<file path="src/cbe_pkg.sv">
// Shared types, widths and constants for the cubic Bezier 1D extrema block.
// No dependencies; every other file imports this package.
`timescale 1ns / 1ps

package cbe_pkg;

  localparam int VW     = 32;          // value width, signed
  localparam int FB     = 16;          // fraction bits of the curve parameter
  localparam int MW     = VW + 1;      // magnitude of a control difference
  localparam int DSW    = 2 * MW;      // discriminant width
  localparam int DW     = VW + 5;      // divider operand width, signed
  localparam int PW     = MW + FB + 1; // lerp product width
  localparam int QDEPTH = 4;           // queue depth, power of two
  localparam int QAW    = $clog2(QDEPTH);

  typedef logic signed [VW-1:0] val_t;
  typedef logic [FB:0]          par_t;
  typedef logic signed [DW-1:0] num_t;

  localparam par_t T_ONE = {1'b1, {FB{1'b0}}};

  // classified segment, as it sits in the queue
  typedef struct packed {
    val_t             v0;
    val_t             v1;
    val_t             v2;
    val_t             v3;
    logic [MW-1:0]    ma;
    logic [MW-1:0]    mb;
    logic [MW-1:0]    mc;
    logic             ac_neg;
    num_t             den;
    num_t             num0;
    num_t             n3;
    num_t             d3;
    logic             min_sc;
    logic             min_end;
    logic             max_sc;
    logic             max_end;
  } front_t;

  // segment with its interior candidates solved
  typedef struct packed {
    front_t           f;
    par_t [2:0]       t;
    logic [2:0]       ok;
  } ctx_t;

endpackage

</file>
<file path="src/cbe_fifo.sv">
// Short queue between the front end and the solver/evaluator pipeline.
// Depends on cbe_pkg.
`timescale 1ns / 1ps

module cbe_fifo (
  input  logic            clk,
  input  logic            rst_n,
  input  logic            push,
  input  cbe_pkg::front_t wr_data,
  input  logic            pop,
  output cbe_pkg::front_t rd_data,
  output logic            full,
  output logic            empty
);
  import cbe_pkg::*;

  front_t         mem_r [QDEPTH];
  logic [QAW-1:0] wp_r;
  logic [QAW-1:0] rp_r;
  logic [QAW:0]   cnt_r;
  logic [QAW:0]   cnt_nxt;

  assign full    = cnt_r == (QAW+1)'(QDEPTH);
  assign empty   = cnt_r == '0;
  assign rd_data = mem_r[rp_r];

  always_comb begin
    cnt_nxt = cnt_r;
    if (push && !pop) begin
      cnt_nxt = cnt_r + 1'b1;
    end else if (pop && !push) begin
      cnt_nxt = cnt_r - 1'b1;
    end
  end

  always_ff @(posedge clk) begin
    if (!rst_n) begin
      wp_r  <= '0;
      rp_r  <= '0;
      cnt_r <= '0;
    end else begin
      cnt_r <= cnt_nxt;
      if (push) begin
        wp_r <= wp_r + 1'b1;
      end
      if (pop) begin
        rp_r <= rp_r + 1'b1;
      end
    end
  end

  always_ff @(posedge clk) begin
    if (push) begin
      mem_r[wp_r] <= wr_data;
    end
  end

endmodule

</file>
<file path="config.mk">
export PLATFORM = sky130hd
export DESIGN_NAME = cbe_fifo
export DESIGN_NICKNAME = d
export VERILOG_FILES = /design/src/cbe_pkg.sv /design/src/cbe_fifo.sv
export SDC_FILE = /design/constraint.sdc
export NUM_CORES = 1
export LEC_CHECK = 0
export ABC_AREA = 1
export BUFFER_PORTS_ARGS = -buffer_cell sky130_fd_sc_hd__buf_4
export CAP_MARGIN = 20
export CORE_UTILIZATION = 40
export CTS_BUF_LIST = sky130_fd_sc_hd__clkbuf_8 sky130_fd_sc_hd__clkbuf_16
export DETAILED_ROUTE_END_ITERATION = 7
export PLACE_DENSITY_LB_ADDON = 0.25
export RECOVER_POWER = 100
export SLEW_MARGIN = 40
export SYNTH_ARGS = -nofsm -noshare
export SYNTH_HDL_FRONTEND = slang
export SYNTH_SLANG_ARGS = --single-unit
export TNS_END_PERCENT = 20
</file>
<file path="constraint.sdc">
create_clock -name clk -period 15.2 [get_ports clk]
set_clock_uncertainty 0.05 [all_clocks]
set_input_delay 4.56 -clock clk [delete_from_list [all_inputs] [get_ports clk]]
set_output_delay 4.56 -clock clk [all_outputs]
set_load 0.1 [all_outputs]
</file>
==> flow_metrics.py <==
metrics = {
    "critical_path": {
        "max_stage_delay_ns": 2.19,
        "critPathKind": "flip-flop to primary output",
        "required_ns": 10.59,
        "critPathCaptureType": "primary output",
        "crit_chain": "clkbuf_1 > buf_6 > buf_4 > o21ai_0 > o22ai_1 > clkbuf_1",
        "critPathSlowestCell": "clkbuf_1",
        "path_common_cell": "clkbuf_1",
        "cp.arrival_ns": 7.40,
        "startpoint_type": "flip-flop",
        "critPathMaxFanout": 73,
    },
    "sta": {
        "final.period_utilization_pct": 79.03,
        "hold_viol_final": 0,
        "tightest_slew_ns": 5.295,
        "max_freq_mhz": 83.25,
        "slew_violations": 1221,
        "layout_min_cycle_time_ns": 12.01,
        "setup_tns_ns": 0,
        "setup_viol": 0,
        "setup_ws_ns": 3.187,
        "rsz0062_at_grt": "false",
        "slew_headroom_pct": -253.0,
    },
    "power": {
        "comb_power_share_pct": 17.5,
        "ir_drop_uv": 117.0,
        "p_leak_nw": 21.30,
        "pwr_density_cell_mw_per_mm2": 155.6,
        "p_sw_mw": 3.162,
        "p_clk_share_pct": 35.2,
        "switching_share_pct": 30.66,
        "internal_power_mw": 7.149,
        "seq_power_share_pct": 47.3,
    },
    "run_status": {
        "status": "finished with violations",
        "violations": "capacitance limit, slew limit",
    },
    "placement": {
        "dp_slack_ns": 6.420,
        "port_buffers": 765,
        "gp_congestion": 0.7545,
        "dp_hpwl_um": 78970,
    },
    "floorplan": {
        "core_area_mm2": 0.1397,
        "initial_core_util_pct": 40.38,
        "die_w_um": 377.5,
        "placementRows": 137,
        "dieArea_mm2": 0.1425,
        "ios": 766,
        "fp.dieH_um": 377.5,
    },
    "global_routing": {
        "grt_max_degree": 201,
        "met1_usage_pct": 23.20,
        "grt_pass1_vias": 31790,
        "grt_overflow": 0,
        "use_met2_pct": 29.24,
        "grt_busiest_layer": "met2",
        "antenna_found_initial": 48,
        "grt_pass1_wl_um": 200400,
        "grt_use_total_pct": 18.63,
        "use_met3_pct": 6.683,
    },
    "yosys": {
        "yosysWarnings": 0,
        "yosysMostFrequentCell": "edfxtp_1",
        "async_flop_share_pct": 0,
        "syn_area_per_cell_um2": 15.11,
        "synth_top_area_share_pct": 80.92,
        "synth_top_cells_by_count": "edfxtp_1, nor2_1, o21ai_0",
        "ys_ff_latch": 1529,
        "syn_nets": 4123,
        "synth_edf_count": 1520,
        "synth-main-ff-cell": "edfxtp_1",
        "synthTopCellsByArea": "edfxtp_1, o21ai_0, nor2_1",
        "syn_inst": 3733,
        "syn-cell-area_mm2": 0.05641,
        "synth_cell_types": 19,
        "ys_seq_area_share_pct": 81.24,
        "yosys.area.top_type": "edfxtp_1",
    },
    "detailed_routing": {
        "drc": 0,
        "drt-initial-drc-count": 2124,
        "detail-route-antenna-nets": 0,
        "routed_wl_um": 137600,
        "first_pass_iters": 5,
        "vias": 33650,
        "viasPerCell": 5.204,
        "wl_per_cell_um": 21.29,
    },
    "clock_network": {
        "clockBufferDepth": 3,
        "cts_resized": 0,
        "postCtsHoldBufs": 0,
        "clk_latency_ns": 0.76,
        "h-tree-depth": 4,
        "cts-root-buf": "clkbuf_16",
        "path_clk_slew_ns": 0.06,
        "cts_tree": "built",
        "numCtsBuffers": 159,
        "cts_sinks": 1529,
        "cts_setup_buffers": 0,
    },
    "cells_and_area": {
        "drive_gt1_share_pct": 8.012,
        "fin_util_pct": 47.42,
        "syn_to_final_growth_pct": 17.45,
        "nets": 4838,
    },
    "run": {
        "timing.max_cap.violations": 21,
    },
    "worst_hold_path": {
        "hold_path_class": "flip-flop to flip-flop",
    },
}
## worst paths after layout
check	from	to	slack, ns	cells past startpoint
max reg2reg	wp_r[1]$_SDFFE_PN0P_	mem_r[1][264]$_DFFE_PP_	6.85	7
min reg2reg	rp_r[1]$_SDFFE_PN0P_	rp_r[1]$_SDFFE_PN0P_	0.40	1
max	flip-flop	rd_data[365]	3.19	6
min	rp_r[1]$_SDFFE_PN0P_	rp_r[1]$_SDFFE_PN0P_	0.40	1
## metal layers
layer	share of wire, %	up-vias	wire length (um)
met5	0.25	-	343
met4	3.4	52	4689
met3	8.3	270	11490
met2	48	932	66030
met1	40	16740	55090
li1	-	15660	-
## flip-flops by register name (all words and copies together) (netlist names), named ones only
register,cells
mem_r,1520
wp_r,2
cnt_r,3
rp_r,2
## through the flow
| step | cell area [um2] | total power, mW | instances | hold slack [ns] |
|---|---|---|---|---|
| 3_5_place_dp | 63740 | 6.888 | 6160 | 0.3712 |
| 4_1_cts | 68650 | 10.52 | 6441 | 0.3827 |
| 5_1_grt | 66240 | 10.64 | 6463 | 0.4426 |
| 3_3_place_gp | 63670 | 6.877 | 6159 | 0.3664 |
| 6_report | 66250 | 10.31 | 6466 | 0.3998 |
| 2_1_floorplan | 56410 | 6.421 | 3733 | 0.3615 |
## layout make-up
type | instances | area [um2]
clock buffer | 164 | 4104
timing repair buffer | 807 | 3787
clock inverter | 117 | 799.5
sequential | 1529 | 45830
inverter | 17 | 88.84
multi-input combinational | 1934 | 9240
fill | 12420 | 73450
tap | 1876 | 2347
antenna | 22 | 55.05
## cell usage in the layout, fill, tap and decap left out, types with 2 or more instances in the layout
| master | n |
|---|---|
| ha_1 | 5 |
| buf_16 | 3 |
| diode_2 | 22 |
| clkinv_2 | 24 |
| buf_4 | 130 |
| o21ai_0 | 746 |
| nor3_1 | 2 |
| o22ai_1 | 380 |
| o21ai_1 | 20 |
| bufinv_16 | 7 |
| clkinvlp_2 | 4 |
| inv_16 | 2 |
| a21oi_1 | 4 |
| inv_8 | 2 |
| edfxtp_1 | 1520 |
| dfxtp_1 | 8 |
| buf_12 | 8 |
| clkinv_16 | 2 |
| inv_1 | 54 |
| buf_6 | 9 |
| nor2_1 | 765 |
| clkbuf_16 | 164 |
| clkinv_8 | 2 |
| inv_6 | 5 |
| nand2_1 | 9 |
| clkinv_1 | 30 |
| clkbuf_1 | 656 |
## power groups by stage
stage / sequential, mW / combinational, mW / clock [mW]
6_report: 4.88 / 1.80 / 3.63
3_3_place_gp: 4.95 / 1.92 / 0
2_1_floorplan: 5.01 / 1.42 / 0
5_1_grt: 4.89 / 1.88 / 3.87
3_5_place_dp: 4.96 / 1.93 / 0
4_1_cts: 4.87 / 1.94 / 3.72
## critical path, delay by kind of cell (launching register included)
family / cells / cell delay, ns
flops: 1 / 1.41
buf+inv: 4 / 4.62
compound gates: 2 / 0.39
## cells by family (layout without fill, tap and decap cells)
family	count (synthesis)	after routing	synth area share, %
compound gates	1150	1150	11.05
buf+inv	270	1105	2.382
other cells	0	22	0
simple gates	778	778	5.188
fa+ha+maj	6	6	0.1464
flops	1529	1529	81.24
No activity file was read; power rests on OpenSTA's default activity.
