===== src/cbe_pkg.sv =====
// Shared types, widths and constants for the cubic Bezier 1D extrema block.
// No dependencies; every other file imports this package.
`timescale 1ns / 1ps

package cbe_pkg;

  localparam int VW     = 32;          // value width, signed
  localparam int FB     = 16;          // fraction bits of the curve parameter
  localparam int MW     = VW + 1;      // magnitude of a control difference
  localparam int DSW    = 2 * MW;      // discriminant width
  localparam int DW     = VW + 5;      // divider operand width, signed
  localparam int PW     = MW + FB + 1; // lerp product width
  localparam int QDEPTH = 4;           // queue depth, power of two
  localparam int QAW    = $clog2(QDEPTH);

  typedef logic signed [VW-1:0] val_t;
  typedef logic [FB:0]          par_t;
  typedef logic signed [DW-1:0] num_t;

  localparam par_t T_ONE = {1'b1, {FB{1'b0}}};

  // classified segment, as it sits in the queue
  typedef struct packed {
    val_t             v0;
    val_t             v1;
    val_t             v2;
    val_t             v3;
    logic [MW-1:0]    ma;
    logic [MW-1:0]    mb;
    logic [MW-1:0]    mc;
    logic             ac_neg;
    num_t             den;
    num_t             num0;
    num_t             n3;
    num_t             d3;
    logic             min_sc;
    logic             min_end;
    logic             max_sc;
    logic             max_end;
  } front_t;

  // segment with its interior candidates solved
  typedef struct packed {
    front_t           f;
    par_t [2:0]       t;
    logic [2:0]       ok;
  } ctx_t;

endpackage


===== src/cbe_front.sv =====
// Front end: takes input transactions, computes the control differences and
// derived numerators/denominators, and decides the endpoint shortcuts.
// Depends on cbe_pkg.
`timescale 1ns / 1ps

module cbe_front (
  input  logic            clk,
  input  logic            rst_n,
  input  logic            in_valid,
  output logic            in_stall,
  input  cbe_pkg::val_t   start_value,
  input  cbe_pkg::val_t   first_control,
  input  cbe_pkg::val_t   second_control,
  input  cbe_pkg::val_t   end_value,
  input  logic            q_full,
  output logic            q_push,
  output cbe_pkg::front_t q_data
);
  import cbe_pkg::*;

  logic   fr_v_r;
  logic   fr_v_nxt;
  logic   load;
  front_t fr_r;
  front_t fr_nxt;
  num_t   a;
  num_t   b;
  num_t   c;

  function automatic num_t sx(val_t x);
    return num_t'(x);
  endfunction

  function automatic logic [DW-1:0] mag(num_t x);
    return x[DW-1] ? DW'(-x) : DW'(x);
  endfunction

  assign q_push   = fr_v_r && !q_full;
  assign in_stall = fr_v_r && q_full;
  assign load     = in_valid && !in_stall;
  assign q_data   = fr_r;

  always_comb begin
    a = sx(first_control) - sx(start_value);
    b = sx(second_control) - sx(first_control);
    c = sx(end_value) - sx(second_control);
    fr_nxt.v0     = start_value;
    fr_nxt.v1     = first_control;
    fr_nxt.v2     = second_control;
    fr_nxt.v3     = end_value;
    fr_nxt.ma     = MW'(mag(a));
    fr_nxt.mb     = MW'(mag(b));
    fr_nxt.mc     = MW'(mag(c));
    fr_nxt.ac_neg = a[DW-1] ^ c[DW-1];
    fr_nxt.den    = a - (b <<< 1) + c;
    fr_nxt.num0   = a - b;
    fr_nxt.n3     = num_t'(3) * sx(second_control) - num_t'(2) * sx(start_value)
                    - sx(end_value);
    fr_nxt.d3     = num_t'(6) * sx(second_control) - num_t'(2) * sx(start_value)
                    - num_t'(4) * sx(end_value);
    fr_nxt.min_sc = (start_value <= first_control && start_value <= second_control) ||
                    (end_value <= first_control && end_value <= second_control);
    fr_nxt.min_end = end_value < start_value;
    fr_nxt.max_sc = (start_value >= first_control && start_value >= second_control) ||
                    (end_value >= first_control && end_value >= second_control);
    fr_nxt.max_end = end_value > start_value;
  end

  always_comb begin
    fr_v_nxt = fr_v_r;
    if (load) begin
      fr_v_nxt = 1'b1;
    end else if (q_push) begin
      fr_v_nxt = 1'b0;
    end
  end

  always_ff @(posedge clk) begin
    if (!rst_n) begin
      fr_v_r <= 1'b0;
    end else begin
      fr_v_r <= fr_v_nxt;
    end
  end

  always_ff @(posedge clk) begin
    if (load) begin
      fr_r <= fr_nxt;
    end
  end

endmodule


===== config.mk =====
export PLATFORM = sky130hd
export DESIGN_NAME = cbe_front
export DESIGN_NICKNAME = d
export VERILOG_FILES = /design/src/cbe_pkg.sv /design/src/cbe_front.sv
export SDC_FILE = /design/constraint.sdc
export NUM_CORES = 1
export LEC_CHECK = 0
export CAP_MARGIN = 20
export CORE_UTILIZATION = 52
export DETAILED_ROUTE_END_ITERATION = 12
export DONT_BUFFER_PORTS = 1
export PLACE_DENSITY = 0.66
export SLEW_MARGIN = 10
export SYNTH_ARGS = -nofsm -noshare
export SYNTH_HDL_FRONTEND = slang
export SYNTH_SLANG_ARGS = --single-unit

===== constraint.sdc =====
create_clock -name clk -period 28.3 [get_ports clk]
set_input_delay 8.49 -clock clk [delete_from_list [all_inputs] [get_ports clk]]
set_output_delay 8.49 -clock clk [all_outputs]
set_load 0.03 [all_outputs]

==> results.md <==
* Share of cells above drive strength 1 at 3.092%
* Worst Setup End Kind: output pin
* Count leader, synth: inv_1
* Largest cells by area after synthesis: edfxtp_1, ha_1, fa_1
* Layout area overhead at 6.624%
* Post-synth EDFFs at around 370
* PostCTS Resize Cnt at 0
* Prevailing post-synth register cell: edfxtp_1
* I/O Pins at between 500 and 600
* Worst Hold Class: reg -> reg
* Post-synth top area cell: edfxtp_1
* CTS Sinks at around 380
* XOR/XNOR Fraction of Synth Area at under 10%
* Adder-cell area share of the yosys netlist at 24.11%
* ANT nets after route at 0
* Status: finished clean
* Hold Vio Cnt, Final at 0
* Pleak at ~16 nW
* Worst Path Arrival at just under 9 ns
* Worst-path clk slew at 0.06 ns
* Critical path class: in -> out
* RR Endpoint: q_data[246]$_DFFE_PP_
* Gpl congestion at 0.9635
* Avg WL per Cell at between 20 and 25 um
* First-pass GRT wire length at roughly 160 mm
* Critical Path Slowest Stage Cell: nor2b_1
* Worst Setup EP: q_push
* Area of the multi-input gates at between 20,000 and 25,000 um^2
* RSZ-0062 raised after global routing: no
* RR Startpoint: fr_v_r$_SDFFE_PN0P_
* IO buf count at 0
* Worst slew margin at between 20% and 30%
* Vias in the first global route at approximately 26,000
* Layout filler cell count at 5,540
* Largest net degree at the start of global routing at 88
* Via count at roughly 26,000
* Largest family of logic cells by synthesized area: adder cells
* CTS max path bufs at 3
* Largest stage delay on the critical path at between 0.4 and 0.5 ns
* Cts hold-fix bufs at 0
* Avg Cell Area, Syn at just under 10 um^2
* Max Slew Vio Count at 0
* Critical Path Stages at 1
* Worst setup SP type: primary input
* Hpwl dp at 86.69 mm
* Total CTS buffers at 41
* DIE AREA at 65,680 um^2
* Post-synth ARST share at 0%
* Post-synth top area share at 33.40%
* Post-synthesis mux area share at less than 1%
* Family with the most delay on the worst path: simple AND/OR/NAND/NOR gates
* Rows at about 90
* Synthesis Warnings at 0
* CP cell instances: nor2b_1
* Total power per unit cell area at 90.69 nW/um^2
* Synth cell count leaders: inv_1, ha_1, edfxtp_1, a21oi_1, xnor2_1
* Peak VDD IR at ~0.000074 V
* Final worst-path cycle share at between 60% and 70%
* Total Nets Final at around 4,000
* DRC errors left at 0
* Core ar. at 63,430 um^2
* TritonCTS clock tree: done
* Die Y-Extent at 256.3 um
* Worst-Skew Late Latency at a little under 0.6 ns
* Setup slack, reg-to-reg at 23.99 ns
* Sequential cell area fraction in the yosys report at between 30% and 40%
* Post-Synthesis Net Count at 4,085
* Layout Utilization at between 50% and 60%
* Max-Cap Viols at 0
* Register bit total from synthesis at roughly 380
* Synth Area in Compound Gates at between 10% and 20%
* Setup bufs post-CTS at 0
* Die W at between 200 and 300 um
* Cell area after synthesis at about 34,000 um^2
* Max Freq at between 0.05 and 0.06 GHz
* CTS root buf: clkbuf_16
* Reg2reg path depth at 5
* Min Tclk post-route at roughly 17 ns
* Buffers and inverters on the worst path at 0
* Iteration-0 DRC Markers at 2,193
* Initial antenna violation count at 1
* Pre-Repair DR Iteration Count at 5
* Initial core utilization at 53.01%
* Post-Route WL at approximately 100 mm
* Htree depth at 2
* Worst-path maximum fanout at 2
* Total global-route track usage at 31.23%
* Setup TNS at 0 ns
* CP required at about 20 ns
* Post-synthesis simple-gate area fraction at between 10% and 20%
* Worst-margin pin slew at around 1.1 ns
* Yosys cell types at 83
* Start point of the critical path: q_full
* Setup Viol. Count Final at 0
* Clock Skew at 0.01947 ns
* Reg area at between 10,000 and 15,000 um^2
* Vias/cell at between 6 and 7
* GR Overflow Total at 0
* Cells after synthesis at approximately 3,400
[registers in the layout, indices dropped and copies added (netlist names)]
signal	cells
fr_v_r	1
q_data	374
[metrics by stage]
step | std cells | hold WS, ns | power, W | cell area, um^2 | worst slack [ns]
floorplan | 3385 | 0.7791 | 0.002319 | 33620 | 2.074
global placement | 4199 | 0.8395 | 0.002690 | 34590 | 10.86
detailed placement | 4199 | 0.8412 | 0.002717 | 34590 | 10.86
global route | 4274 | 0.8745 | 0.003453 | 35850 | 10.84
CTS | 4274 | 0.8530 | 0.003250 | 35850 | 10.86
finish | 4275 | 0.8520 | 0.003251 | 35850 | 10.86
[power breakdown]
part	switching, W	total (W)	leakage (nW)	internal (W)
Combinational	0.000919	0.00153	11.9	0.000612
Clock	0.000225	0.000514	0.610	0.000289
Sequential	0.000344	0.00121	3.63	0.000861
Total	0.00149	0.00325	16.1	0.00176
[worst register-to-register path, stage by stage, from the launching register on]
cell     delay, ns
dfxtp_1       0.31
and2_1        0.27
nor2b_4       0.72
buf_4         0.77
buf_4         0.83
buf_4         0.95
[cell type report]
class                   count  area share (%)
repair buffers              9          0.1885
diodes                      1        0.006980
clock inverters            20          0.3944
clock buffers              55           3.127
multi-input cells        2475           56.78
well taps                 846           2.953
flip-flops and latches    375           31.38
inverters                 494           5.172
[worst min path at each step]
stage | endpoint | depth (start not counted) | slack, ns | startpoint
detailed placement | fr_v_r$_SDFFE_PN0P_ | 2 | 0.84 | fr_v_r$_SDFFE_PN0P_
finish | fr_v_r$_SDFFE_PN0P_ | 2 | 0.85 | fr_v_r$_SDFFE_PN0P_
global placement | fr_v_r$_SDFFE_PN0P_ | 2 | 0.84 | fr_v_r$_SDFFE_PN0P_
CTS | fr_v_r$_SDFFE_PN0P_ | 2 | 0.85 | fr_v_r$_SDFFE_PN0P_
global route | fr_v_r$_SDFFE_PN0P_ | 2 | 0.87 | fr_v_r$_SDFFE_PN0P_
floorplan | fr_v_r$_SDFFE_PN0P_ | 2 | 0.78 | fr_v_r$_SDFFE_PN0P_
[cells in the final DEF (no fill, tap or decap), types with 10 or more instances in the layout]
master     count
a31oi_1       23
or3_1         17
and4_1        11
a21oi_1      255
inv_1        494
nor2b_1       61
nor4_1        10
nor2_1       169
o31ai_1       29
edfxtp_1     374
a31o_2        12
o21a_1        45
xor2_1        84
clkbuf_1      12
nand2b_1      37
nand2_1      137
a211oi_1      18
o21bai_1      39
nor3b_1       12
nand4_1       52
o211ai_1      21
o21ai_0      149
and2_1        20
nand3b_1      10
nor3_1        47
a21o_1       162
a211o_1       19
nand3_1       58
fa_1         133
and3_1        30
clkbuf_16     43
xnor2_1      231
or2_2         14
ha_1         435
[per-layer routing]
layer  GRT usage, %  vias up  wire length (um)
met2          49.84     1049             47280
met3          4.794      140              7098
li1               -    12100                 -
met1          44.05    12650             47060
met4          8.483        0              2777
met5              0        -                 0
[cells by family after synthesis]
| family | after synthesis |
|---|---|
| flip-flops | 375 |
| AO/OA/AOI/OAI | 866 |
| XOR/XNOR | 315 |
| adder cells (fa/ha/maj) | 568 |
| multiplexers | 12 |
| buffers and inverters | 535 |
| other | 1 |
| AND/OR/NAND/NOR | 713 |
No activity file was read; power rests on OpenSTA's default activity.
